<file path="src/rtl/pps_pkg.sv">
`timescale 1ns / 1ps
// ----------------------------------------------------------------------------
// pps_pkg
// Shared types and constants of the preemptive priority scheduler.
// ----------------------------------------------------------------------------
package pps_pkg;

  localparam int TIME_W    = 16;
  localparam int PRIO_W    = 8;
  localparam int SLOT_W    = 6;
  localparam int COUNT_W   = 7;
  localparam int SUM_W     = 32;
  localparam int NZ_W      = 2;

  localparam int DEFAULT_MAX_TASKS = 64;

  localparam logic OP_LOAD = 1'b0;
  localparam logic OP_TICK = 1'b1;

  typedef struct packed {
    logic              opcode;
    logic [SLOT_W-1:0] entry_index;
    logic [TIME_W-1:0] arrive_tick;
    logic [PRIO_W-1:0] priority_req;
    logic [TIME_W-1:0] burst_length;
  } in_t;

  typedef struct packed {
    logic [TIME_W-1:0] tick_time;
    logic              idle;
    logic [SLOT_W-1:0] running_index;
    logic              finished;
    logic [TIME_W-1:0] turnaround;
    logic [SUM_W-1:0]  turnaround_sum;
    logic              all_done;
  } out_t;

  // Broadcast strobes from the sequencer to every cell
  typedef struct packed {
    logic wr;
    logic dec;
  } cell_ctrl_t;

  // Running summary handed from cell to cell along the chain
  typedef struct packed {
    logic              have;
    logic [PRIO_W-1:0] best_prio;
    logic [TIME_W-1:0] best_arr;
    logic [TIME_W-1:0] best_rem;
    logic              cur_ready;
    logic [PRIO_W-1:0] cur_prio;
    logic [TIME_W-1:0] cur_arr;
    logic [TIME_W-1:0] cur_rem;
    logic [NZ_W-1:0]   nz;
  } token_t;

endpackage

</file>
<file path="src/rtl/pps_cell.sv">
`timescale 1ns / 1ps
// ----------------------------------------------------------------------------
// pps_cell
// One task slot: holds its arrival, priority and remaining work, and folds
// itself into the summary token passed on to the next cell each cycle.
// ----------------------------------------------------------------------------
module pps_cell #(
  parameter int MAX_TASKS = pps_pkg::DEFAULT_MAX_TASKS,
  parameter int INDEX     = 0,
  localparam int IB       = $clog2(MAX_TASKS),
  localparam int CNT_W    = $clog2(MAX_TASKS + 1)
) (
  input  logic                       clk,
  input  pps_pkg::cell_ctrl_t        ctrl,
  input  pps_pkg::in_t               wr_data,
  input  logic [IB-1:0]              dec_idx,
  input  logic [IB-1:0]              cur_idx,
  input  logic [pps_pkg::TIME_W-1:0] now,
  input  logic [CNT_W-1:0]           n_active,
  input  pps_pkg::token_t            tok_in,
  input  logic [IB-1:0]              idx_in,
  output pps_pkg::token_t            tok_out,
  output logic [IB-1:0]              idx_out
);

  logic [pps_pkg::TIME_W-1:0] arrival;
  logic [pps_pkg::PRIO_W-1:0] prio;
  logic [pps_pkg::TIME_W-1:0] remaining;

  logic            active;
  logic            ready;
  logic            take;
  pps_pkg::token_t tok_next;

  // Write on load, count down when chosen to run
  always_ff @(posedge clk) begin
    if (ctrl.wr && (int'(wr_data.entry_index) == INDEX)) begin
      arrival   <= wr_data.arrive_tick;
      prio      <= wr_data.priority_req;
      remaining <= wr_data.burst_length;
    end else if (ctrl.dec && (dec_idx == IB'(INDEX))) begin
      remaining <= remaining - pps_pkg::TIME_W'(1);
    end
  end

  // Fold this slot into the summary
  always_comb begin
    active   = INDEX < int'(n_active);
    ready    = active && (arrival <= now) && (remaining != '0);
    take     = ready && (!tok_in.have || (prio < tok_in.best_prio));
    tok_next = tok_in;
    if (take) begin
      tok_next.have      = 1'b1;
      tok_next.best_prio = prio;
      tok_next.best_arr  = arrival;
      tok_next.best_rem  = remaining;
    end
    if (cur_idx == IB'(INDEX)) begin
      tok_next.cur_ready = ready;
      tok_next.cur_prio  = prio;
      tok_next.cur_arr   = arrival;
      tok_next.cur_rem   = remaining;
    end
    if (active && (remaining != '0) && (tok_in.nz != '1)) begin
      tok_next.nz = tok_in.nz + pps_pkg::NZ_W'(1);
    end
  end

  // Hand the summary to the neighbor
  always_ff @(posedge clk) begin
    tok_out <= tok_next;
    idx_out <= take ? IB'(INDEX) : idx_in;
  end

endmodule

</file>
<file path="config.mk">
export PLATFORM = sky130hd
export DESIGN_NAME = pps_cell
export DESIGN_NICKNAME = d
export VERILOG_FILES = /design/src/rtl/pps_pkg.sv /design/src/rtl/pps_cell.sv
export SDC_FILE = /design/constraint.sdc
export NUM_CORES = 1
export LEC_CHECK = 0
export BUFFER_PORTS_ARGS = -buffer_cell sky130_fd_sc_hd__buf_4
export CORE_ASPECT_RATIO = 1.4
export CORE_UTILIZATION = 45
export DETAILED_ROUTE_END_ITERATION = 6
export HOLD_SLACK_MARGIN = 0.03
export PLACE_DENSITY_LB_ADDON = 0.08
export SYNTH_ARGS = -nofsm -noshare
export SYNTH_HDL_FRONTEND = slang
export SYNTH_SLANG_ARGS = --single-unit
</file>
<file path="constraint.sdc">
create_clock -name clk -period 3.25 [get_ports clk]
set_input_delay 0.1625 -clock clk [delete_from_list [all_inputs] [get_ports clk]]
set_output_delay 0.1625 -clock clk [all_outputs]
set_load 0.01 [all_outputs]
</file>
# Yosys cells after proc, flatten, opt, wreduce, memory -nomap -nowiden
# Index checks and enable logic that the tools add are counted.
word_totals:
  regBits: 130
  latchBits: 0
  ramBits: 0
  romBits: 0
  input_bits: 175
  mem_count: 0
op_classes:
  n_addsub: 2
  mul: 0
  div: 0
  order_cmp: 3
  eq_ne: 1
  shifts: 0
  muxes: 5
  bitwise: 0
  reduce_logical: 14
op_table:
  columns: ["op", "count"]
  rows:
  - ["41-bit two-way mux", 1]
  - ["40-bit two-way mux", 1]
  - ["16-bit two-way mux", 2]
  - ["6-bit logical NOT", 3]
  - ["16-bit less-or-equal comparator", 1]
  - ["16-bit nonzero test", 1]
  - ["16-bit by 1-bit subtractor with 16-bit output, second input constant", 1]
  - ["8-bit < comparator", 1]
  - ["1-bit logical AND", 7]
  - ["1-bit by 7-bit < comparator with 1-bit output, first input constant", 1]
  - ["2-bit by 1-bit adder with 2-bit output, second input constant", 1]
  - ["2-bit two-way mux", 1]
  - ["2-bit inequality test, second input constant", 1]
  - ["2-bit nonzero test", 1]
  - ["1-bit logical NOT", 1]
  - ["1-bit logical OR", 1]

# Depth between registers and ports, before layout
logic_depth:
  depth_word: 5
  mapped_depth: 9
  mapped_depth_nobuf: 8

# Worst setup path after synthesis
# No wires, ideal clock.
synth_timing:
  path_kind: "input to register"
  startpoint: "input port dec_idx[2]"
  endpoint: "register remaining[0] (netlist name) (enable)"
  setup_time_ns: 0.436
  arrival_time_ns: 2.412
  t_required_ns: 2.814
  slack_ns: 0.402
  cell_stages: 2
  path_buffers: 0
  cell_sequence: "or4b_1 o41ai_1"
synth_between:
  elab_chain_len: 3
synth_lines:
  columns: ["element", "line_no", "rtl"]
  rows:
  - ["start, declared", "pps_cell.sv:16", "input logic [IB-1:0] dec_idx,"]
  - ["6-bit logical NOT", "pps_cell.sv:41", "end else if (ctrl.dec && (dec_idx == IB'(INDEX))) begin"]
  - ["1-bit logical AND", "pps_cell.sv:41", null]
  - ["2-bit nonzero test (no line)", null, null]
  - ["end signal, assigned", "pps_cell.sv:40", "remaining <= wr_data.burst_length;"]
  - ["end signal, assigned", "pps_cell.sv:42", "remaining <= remaining - pps_pkg::TIME_W'(1);"]
  - ["end, declared", "pps_cell.sv:28", "logic [pps_pkg::TIME_W-1:0] remaining;"]
# Every way passes these cells.
# A chain may end at the register's enable or synchronous reset.

==> metrics.txt <==
startpoint types flop; Max transition margin 19.64%; post-synthesis average cell area 12.83 um^2; layout cell share with drive strength beyond 1 42.06%; Gate power share 14.3%; largest family of logic cells by synthesized area multiplexers; first-pass GRT wire length 24.40 mm; Hold Crit Class primary input to flop; DR top layer met4; routability-driven placement congestion ratio 0.7945; Final Cycle Share 82.42%; CTS sink count 130; Synthesized Nets 601; simple-gate portion of the synthesized area 7.634%; post-layout min period 2679 ps; DR pass1 iterations 6; Required @ worst endpoint 3530 ps; fin. max-slew vios 0; Synth Area in Adders 6.078%; CTS tree done; largest net degree at the start of global routing 46; Iter 0 DRT Violations 132; Synth Instances 401; drc violations 0; routed vias/inst 4.922; Routed WL 16.03 mm; Cell Int Power 3.264 mW; IO Pins 265; total chip power 4.205 mW; WL met2 9.258 mm; worst slack at placement 581.1 ps; Die Wd 92.38 um; initial antenna violation count 0; status finished clean; Final TNS setup 0 ps; Finished Core Util 81.93%; total grt overflow 0; FFs w/ async S/R, synth 0%; Sw Ratio 22.38%; Slew @ Worst Pin 1201 ps; Synth area leaders dfxtp_1 35%, edfxtp_1 23%, mux2_1 9.4%; Post-Place Cell Area 7254 um^2; multiplexer share of the synthesized area 17.07%; Yosys cell types 41; Clock Skews 8.963 ps; WL met3 925 um; die area 11870 um^2; Data arrival, critical path 2960 ps; fin worst setup slack 571.5 ps; Clock Path Buffers 2; Initial Utilization 46.87%; met1 wire length 5.470 mm; Die Span Y 128.5 um; Row Count 45; total track usage 27.38%; Post-synth top cells 90 x dfxtp_1, 43 x mux2_1, 40 x edfxtp_1; insertion delay to the later sink of the worst-skew pair 410 ps; xor and xnor area share after synthesis 2.383%; TritonCTS buffer count 17; Synth Flop Type dfxtp_1; FILL cells 597; H-Tree Level Count 4; Leakage 4.060 nW; CTS root buf clkbuf_16; final setup violation count 0; cell area power density 467.4 nW/um^2; Synth top area share 35.01%; cell area after layout 8995 um^2; sequential power share 42.3%; Post-synth EDFFs 40; post-synthesis sequential area ratio 58.35%; RSZ-0062 raised after global routing false; P_sw 940.9 uW; Antenna Violating Nets Remaining 0; post-DP HPWL 10.38 mm; # Post-CTS Setup Buffers 0; NumNets Final 993; Core ar. 10980 um^2; clock power share 43.4%; YS warnings 0; Worst-path clk slew 60 ps; Yosys top cell by area dfxtp_1; I/O Buffers 263; Compound-Gate Fraction of Synth Area 4.984%; Fin. Hold Viols 0; CP endpoint kind flop; critical path class flop to flop; worst-path maximum fanout 23; Max-Cap Viols 0; Cell Area, Synth 5146 um^2; Synth Register Bits 130; CTS resizes 0; vias in the first global route 4990; Peak supply drop 368.8 uV; most common cell in the netlist dfxtp_1; fmax 0.3733 GHz; drt wl/cell 16.91 um; Vias 4666; area grow syn2layout 74.79%
-- power groups by stage --
stage	combinational (mW)	clock, mW	sequential [mW]
3_5_place_dp	0.474	0	1.81
5_1_grt	0.642	1.92	1.78
2_1_floorplan	0.133	0	1.85
6_report	0.601	1.83	1.78
4_1_cts	0.593	1.84	1.78
3_3_place_gp	0.462	0	1.81
-- through the flow --
stage / std cells / hold slack, ps
finish: 948 / 49.97
global route: 947 / 33.88
CTS: 947 / 36.09
detailed placement: 798 / 342.0
global placement: 798 / 341.2
floorplan: 401 / 259.2
-- what timing repair did --
action / CTS / global route
hold endpoints to repair: 117 / 0
endpoints found under the setup margin: 0 / 0
hold buffers: 117 / 0
-- worst paths after layout --
check	from	to	slack, ps	depth (start not counted)
hold reg to reg	arrival[0]	tok_out[59]	480	1
setup / recovery	arrival[13]	tok_out[77]	570	8
hold / removal	wr_data[11]	remaining[11]	50	3
setup reg to reg	arrival[13]	tok_out[77]	570	8
-- state kept, by name (all words and copies together), names as in the netlist --
name,count
arrival,16
idx_out,6
prio,8
remaining,16
tok_out,84
-- final cells by class --
type / instances / area, um^2 / area share [%]
clock inverter: 15 / 141.4 / 1.572
inverter: 26 / 97.59 / 1.085
multi-input combinational: 234 / 1973 / 21.94
clock buffer: 17 / 425.4 / 4.729
timing repair buffer: 384 / 3176 / 35.30
tap: 141 / 176.4 / 1.961
antenna: 1 / 2.502 / 0.02782
sequential: 130 / 3003 / 33.38
-- kinds of logic after synthesis --
family,count (synthesis)
multiplexers,78
XOR/XNOR,14
AO/OA/AOI/OAI,42
buffers and inverters,37
flip-flops,130
adder cells (fa/ha/maj),25
AND/OR/NAND/NOR,75
-- worst max-delay path: stages (launching register included) --
cell and delay, ps:
edfxtp_1 410, ha_1 310, a21o_1 170, a21o_1 180
a2111oi_0 380, nor3b_2 340, o211ai_4 120, buf_4 270
mux2_1 370
-- layout by cell type, fill, tap and decap left out, types with 4 or more instances in the layout --
| cell | instances |
|---|---|
| o21ai_1 | 11 |
| nand4_1 | 4 |
| nor4_1 | 5 |
| mux2_1 | 43 |
| ha_1 | 25 |
| mux2_2 | 35 |
| edfxtp_1 | 40 |
| dlygate4sd3_1 | 117 |
| and2_1 | 6 |
| buf_4 | 267 |
| xor2_1 | 5 |
| nand3_1 | 4 |
| clkbuf_16 | 17 |
| inv_1 | 25 |
| xnor2_1 | 9 |
| a21oi_1 | 18 |
| nor3_1 | 9 |
| nor2_1 | 19 |
| nand2_1 | 15 |
| clkinv_2 | 5 |
| dfxtp_1 | 90 |
-- metal layers --
layer  GRT usage (%)  vias up
met4           10.85        0
li1                -     2218
met3           7.151       27
met1           26.00     2216
met2           54.60      205
met5               0        -
No activity file was read; power rests on OpenSTA's default activity.
